--- config.mk ---
export PLATFORM = sky130hd
export DESIGN_NAME = ftto_ram
export DESIGN_NICKNAME = d
export VERILOG_FILES = /design/src/rtl/ftto_ram.sv
export SDC_FILE = /design/constraint.sdc
export NUM_CORES = 1
export LEC_CHECK = 0
export BUFFER_PORTS_ARGS = -buffer_cell sky130_fd_sc_hd__buf_2
export CAP_MARGIN = 20
export CORE_UTILIZATION = 45
export CTS_BUF_LIST = sky130_fd_sc_hd__clkbuf_16
export DETAILED_ROUTE_END_ITERATION = 6
export PLACE_DENSITY = 0.65
export SLEW_MARGIN = 20
export SYNTH_ARGS = -nofsm -noshare
export SYNTH_HDL_FRONTEND = slang
export SYNTH_SLANG_ARGS = --single-unit
--- constraint.sdc ---
create_clock -name clk -period 2.1 [get_ports clk]
set_input_delay 0 -clock clk [delete_from_list [all_inputs] [get_ports clk]]
set_output_delay 0 -clock clk [all_outputs]
set_load 0.05 [all_outputs]
--- src/rtl/ftto_ram.sv ---
// generic single-write, single-read ram with registered read data
// no dependencies
`timescale 1ns / 1ps

module ftto_ram #(
    parameter int WIDTH = 8,
    parameter int DEPTH = 16
) (
    input  logic                     clk,
    input  logic                     wr_en,
    input  logic [$clog2(DEPTH)-1:0] wr_addr,
    input  logic [WIDTH-1:0]         wr_data,
    input  logic                     rd_en,
    input  logic [$clog2(DEPTH)-1:0] rd_addr,
    output logic [WIDTH-1:0]         rd_data
);

    logic [WIDTH-1:0] mem_reg [DEPTH];
    logic [WIDTH-1:0] rd_data_reg;

    always_ff @(posedge clk)
    begin
        if (wr_en)
        begin
            mem_reg[wr_addr] <= wr_data;
        end
    end

    always_ff @(posedge clk)
    begin
        if (rd_en)
        begin
            rd_data_reg <= mem_reg[rd_addr];
        end
    end

    assign rd_data = rd_data_reg;

endmodule

### Yosys cells after proc, flatten, opt, wreduce, memory -nomap -nowiden

Memories as Yosys holds them, arrays and structs flattened. A register that Yosys moved wholly into a read port is not among the register bits.
Index checks and enable logic that the tools add are counted.

| storage, ports and cells | value |
|---|---|
| register bits | 0 |
| latch bits | 0 |
| RAM bits | 128 |
| ROM bits | 0 |
| input bits | 19 |
| word-level logic and storage cells | 3 |
| memories | 1 |

Memories:

| name | depth | width | rd ports | clocked after memory_dff | write ports | RTL line | source |
|---|---|---|---|---|---|---|---|
| mem_reg | 16 | 8 | 1 | 1 | 1 | 18 | `logic [WIDTH-1:0] mem_reg [DEPTH];` |

| operators by class | value |
|---|---|
| add/sub/neg operators | 0 |
| $mul | 0 |
| divide/modulo/power cells | 0 |
| $lt $le $gt $ge | 0 |
| equal/unequal tests | 0 |
| shifts and indexed selects | 0 |
| muxes and demuxes | 2 |
| bitwise operators | 0 |
| reduce and logical (&&, ||, !) cells | 0 |

Operators by type and width:

| kind | number |
|---|---|
| $mux 1 | 2 |

### Longest topological paths before layout

Gate-level depths: netlist (run 1).

| logic depth | value |
|---|---|
| word-level depth | 2 |
| gate-level depth with buffers | 5 |

### Least setup slack after synthesis (run 1)

No wires, ideal clock.

| path | value |
|---|---|
| path type | in2reg |
| start | input port wr_addr[2] |
| end | memory mem_reg[0][0], enable pin |
| library setup time | 0.383 ns |
| arrival | 1.110 ns |
| data required time | 1.717 ns |
| path slack | 0.607 ns |
| cell stages on the path | 2 |
| path buffers | 0 |
| path through | or3b_2 -> nor3_1 |

RTL lines:

| element | RTL line | source |
|---|---|---|
| start: declaration | 11 | `input logic [$clog2(DEPTH)-1:0] wr_addr,` |
| end: declaration | 18 |  |

No word-level cell before the write port.

==> results of run 1 <==
-- layout make-up --
cell class | count | area (sq um) | area share
multi-input cells | 83 | 1060 | 0.170
clock inverters | 14 | 120 | 0.0193
repair buffers | 51 | 360 | 0.0579
clock buffers | 17 | 425 | 0.0684
well taps | 140 | 175 | 0.0282
flip-flops and latches | 136 | 4080 | 0.656
-- routing by layer --
metal	vias up	part of all wire	GRT usage	routed length (um)
li1	1102	-	-	-
met5	-	0	0	0
met3	8	0.041	0.0480	395
met1	1228	0.46	0.245	4430
met4	0	0.017	0.0981	163
met2	71	0.48	0.264	4560
-- cell usage after synthesis, drive strengths merged --
cell type | number | area [sq um]
edfxtp | 136 | 4080
mux4 | 32 | 773
a22oi | 16 | 120
nor2 | 13 | 48.8
nand2 | 9 | 33.8
buf | 7 | 56.3
nor3 | 4 | 20.0
clkdlybuf4s25 | 3 | 30.0
nand2b | 2 | 12.5
nand3b | 2 | 15.0
and2 | 1 | 6.26
and2b | 1 | 7.51
nand3 | 1 | 5.00
nor2b | 1 | 6.26
or3b | 1 | 8.76
-- where the power goes --
part           internal [W]  switching (W)
logic              0.000127       0.000211
clock network       0.00170       0.000996
registers           0.00306      0.0000135
total               0.00489        0.00122
-- worst paths after layout --
kind / slack, ns / endpoint / cells after the start
worst min register to register: 0.75 / rd_data[2] / 3
worst max register to register: 0.58 / rd_data[4] / 3
worst min-delay path: 0.01 / mem_reg[3][1] / 1
worst max-delay path: 0.58 / rd_data[4] / 3
-- kinds of logic after synthesis --
family | count (synthesis) | share of synthesized area
AO/OA/AOI/OAI | 16 | 0.0230
buffers and inverters | 10 | 0.0165
flip-flops | 136 | 0.781
multiplexers | 32 | 0.148
AND/OR/NAND/NOR | 35 | 0.0314
-- through the flow --
| step | instances | setup WS [ns] | area, sq um | total power, W |
|---|---|---|---|---|
| detailed placement | 403 | 0.437 | 5610 | 0.00346 |
| floorplan | 229 | 0.607 | 5230 | 0.00333 |
| finish | 441 | 0.584 | 6220 | 0.00611 |
| global route | 441 | 0.487 | 6220 | 0.00629 |
| CTS | 441 | 0.556 | 6220 | 0.00615 |
| global placement | 403 | 0.418 | 5610 | 0.00345 |
==> flow_summary.yaml, run 1 <==
detailed_routing:
  firstDrtPassIters: 4
  vias: 2409
  drtIter0Drc: 160
  ant_nets: 0
  wl_per_cell_um: 21.6
  drt-total-wl_um: 9550
  drc: 0
  via_per_inst: 5.46
worst_setup_path:
  slowest_stage: "mux4_1"
  crit_fanout: 1
  startpoint_type: "flip-flop"
  critPathLaunch: "mem_reg[9][4]"
  cpLargestDelayFamily: "multiplexers"
  required_ns: 2.25
  crit_arrival_ns: 1.67
  path_class: "reg2reg"
  end_kind: "flip-flop"
  crit_chain: "mux4_1, a22oi_1, nand2_1"
  max_stage_delay_ns: 0.54
  r2r_start: "mem_reg[9][4]"
  crit_buf_inv: 0
final_layout:
  final_cell_mix: "136 x edfxtp_1, 26 x buf_2, 18 x mux4_2"
  largest_reg_flops: 128
  nets: 308
  fillers: 828
  drive_gt1_frac: 0.289
  layout_commonest_cell: "edfxtp_1"
  area_growth_pct: 19.0
  utilization: 0.562
  diodes: 0
global_routing:
  grt_max_degree: 33
  grt_overflow: 0
  grtUsageTotal: 0.180
  grt_pass1_vias: 2392
  grt_pass1_wl_um: 14200
  antenna_found_initial: 0
clock_tree:
  root_buffer: "clkbuf_16"
  clk_latency_ns: 0.41
  clk_pin_slew_ns: 0.06
  cts_sinks: 136
  numCtsBuffers: 17
  hold_buffers: 7
  cts_tree: "yes"
  htreeDepth: 4
  post_cts_resized: 0
  post_cts_buffers: 0
  clk_path_buf_depth: 2
timing:
  timing.final.crit_share: 0.722
  slew_headroom: 0.565
  clock_skew_ns: 0.00482
  hold_viol: 0
  fin_tns_setup_ns: 0
  layout_min_cycle_time_ns: 1.52
  whs_ns: 0.0126
  rsz0062_at_grt: "no"
  max_freq_ghz: 0.659
  tightest_slew_ns: 0.651
  slew_viol_final: 0
  setup_viol: 0
die:
  dieArea_sq_um: 12100
  initial_core_util: 0.472
  core_sq_um: 11100
  ios: 27
  rows: 38
  dieWidth_um: 110
  die_h_um: 110
power:
  pwr_density_cell_nw_per_um2: 982
  ir_worst_vdd_mv: 0.405
  p_leak_nw: 2.12
min_path:
  min_path_type: "in2reg"
  hold_start: "wr_data[1]"
placement:
  dp_hpwl_um: 5920
  gp_congestion: 0.709
  io_buffers: 26
run:
  drv_cap: 0
logic_synthesis:
  syn-cell-area_sq_um: 5230
  yosys_warnings: 0
  syn_nets: 248
  syn_inst: 229
  ys_ff_latch: 136
  synthDistinctLibCells: 18
  syn_area_per_cell_sq_um: 22.8
  synth-seq-area-share: 0.781
outcome:
  outcome: "complete, no violations"
Note: power is estimated with default switching activity, not from simulation.
==> run 2, diff against run 1 <==
--- a/config.mk
+++ b/config.mk
@@ -10,7 +10,7 @@
 export CORE_UTILIZATION = 45
 export CTS_BUF_LIST = sky130_fd_sc_hd__clkbuf_16
 export DETAILED_ROUTE_END_ITERATION = 6
-export PLACE_DENSITY = 0.65
+export PLACE_DENSITY = 0.67
 export SLEW_MARGIN = 20
 export SYNTH_ARGS = -nofsm -noshare
 export SYNTH_HDL_FRONTEND = slang
==> constraint.sdc (replaced) <==
create_clock -name clk -period 1.3 [get_ports clk]
set_input_delay 0 -clock clk [delete_from_list [all_inputs] [get_ports clk]]
set_output_delay 0 -clock clk [all_outputs]
set_load 0.05 [all_outputs]
==> run 2 against run 1 <==
Net effect: the run now ends with setup timing left; cell area increased by 1.9%; clock power up 69%; worst setup slack worse by 0.67 ns; utilization is 1.1 points higher; routed wire length is 15% higher; global-route usage up 2.4 points; hold slack improved by 0.16 ns; cell count is 1.8% higher; largest cell class unchanged.
==> flow_summary.yaml, run 2 (synthesis gave the netlist of run 1 again) <==
timing:
  slew_headroom: 0.332
  clock_skew_ns: 0.00831
  timing.final.crit_share: 1.07
  hold_viol: 0
  slew_viol_final: 0
  layout_min_cycle_time_ns: 1.39
  max_freq_ghz: 0.721
  tightest_slew_ns: 1.00
  rsz0062_at_grt: "yes"
  setup_viol: 8
  setup_slack_ns: -0.0875
power:
  clock_power_share: 0.451
  comb_power_share: 0.058
  ir_worst_vdd_mv: 0.785
  p_seq_frac: 0.491
  pwr_density_cell_nw_per_um2: 1600
  p_leak_nw: 2.14
  swShare: 0.198
  netSwitchingPower_w: 0.00200
  power.internal_w: 0.00812
clock_tree:
  root_buffer: "clkbuf_16"
  htreeDepth: 4
  numCtsBuffers: 17
  clk_latency_ns: 0.41
  cts_sinks: 136
  clk_pin_slew_ns: 0.05
  clk_path_buf_depth: 2
  cts_tree: "yes"
final_layout:
  largest_reg_flops: 128
  diodes: 0
  stdcell_area_sq_um: 6340
  layout_commonest_cell: "edfxtp_1"
  area_growth_pct: 21.3
  nets: 317
  layout.cells.non_filler: 449
  drive_gt1_frac: 0.372
  final_cell_mix: "136 x edfxtp_1, 28 x mux4_2, 26 x buf_2"
  utilization: 0.572
die:
  dieWidth_um: 110
  rows: 38
  dieArea_sq_um: 12100
  core_sq_um: 11100
  die_h_um: 110
  initial_core_util: 0.472
  ios: 27
worst_setup_path:
  required_ns: 1.45
  crit_chain: "mux4_2, a22oi_2, nand2_1"
  startpoint_type: "flip-flop"
  end_kind: "flip-flop"
  crit_arrival_ns: 1.54
  crit_fanout: 1
  path_class: "reg2reg"
  slowest_stage: "mux4_2"
  max_stage_delay_ns: 0.51
detailed_routing:
  via_per_inst: 5.82
  ant_nets: 0
  drtIter0Drc: 246
  drt-total-wl_um: 10900
  vias: 2615
  drc: 0
  firstDrtPassIters: 5
  wl_per_cell_um: 24.4
outcome:
  outcome: "complete, but fails checks"
  violations: "setup timing"
placement:
  io_buffers: 26
  placed_area_sq_um: 5680
  gp_congestion: 0.698
  dp_hpwl_um: 6750
  dpl.cell_count: 410
global_routing:
  grt_max_degree: 26
  grt_pass1_wl_um: 16200
  antenna_found_initial: 0
  grt_overflow: 0
  grt_pass1_vias: 2667
  grtUsageTotal: 0.204
run:
  drv_cap: 0
min_path:
  min_path_type: "in2reg"
==> run 2: changes by cell type in the layout (fill, tap and decap cells not counted), sizes merged <==
cell	previous run	this run
clkinvlp	2	1
inv	4	2
clkinv	6	7
buf	44	51
bufinv	2	3
dlygate4sd3	7	9
==> run 2: cell type report <==
type,count,area (sq um)
sequential,136,4080
timing repair buffer,60,445
fill,817,4740
clock inverter,13,140
tap,140,175
clock buffer,17,425
multi-input combinational,83,1070
==> run 2: path summary, 6_finish.rpt <==
kind	end	slack, ns	startpoint	depth (start not counted)
setup / recovery	rd_data[5]	-0.09	mem_reg[2][5]	3
hold / removal	mem_reg[0][6]	0.17	wr_addr[0]	3
setup reg to reg	rd_data[5]	-0.09	mem_reg[2][5]	3
hold reg to reg	rd_data[1]	0.73	mem_reg[4][1]	3
==> run 2: what timing repair did <==
item | in CTS | in global routing
resized for setup | 14 | 5
hold endpoints to repair | 136 | 0
hold buffers | 9 | 0
buffers inserted | 0 | 0
setup endpoints to repair | 8 | 8
pin swaps | 6 | 2
==> run 2: layer usage <==
metal,GRT usage,part of all wire,vias up
li1,-,-,1106
met5,0,0,-
met4,0.0686,0.0098,0
met2,0.299,0.48,121
met1,0.293,0.43,1377
met3,0.0616,0.081,11
==> run 2: critical path, delay by kind of cell (launching register included) <==
kind / cells / cell delay, ns
AO/OA/AOI/OAI: 1 / 0.17
flip-flops: 1 / 0.38
multiplexers: 1 / 0.51
AND/OR/NAND/NOR: 1 / 0.07
==> run 2: through the flow <==
| step | TNS, ns | total power (W) | hold slack, ns | setup WS (ns) |
|---|---|---|---|---|
| 2_1_floorplan | 0 | 0.00538 | 0.0989 | 0.00244 |
| 3_3_place_gp | -1.47 | 0.00559 | 0.383 | -0.216 |
| 3_5_place_dp | -1.64 | 0.00560 | 0.388 | -0.252 |
| 4_1_cts | -0.607 | 0.0102 | 0.149 | -0.0985 |
| 5_1_grt | -0.833 | 0.0104 | 0.161 | -0.121 |
| 6_report | -0.483 | 0.0101 | 0.175 | -0.0875 |
==> run 2: power by group through the flow <==
stage / Combinational (W) / Clock, W / Sequential, W
after global routing: 0.000623 / 0.00483 / 0.00498
after CTS: 0.000587 / 0.00465 / 0.00497
final: 0.000586 / 0.00457 / 0.00497
after floorplan: 0.000250 / 0 / 0.00513
after detailed placement: 0.000545 / 0 / 0.00506
after global placement: 0.000531 / 0 / 0.00506
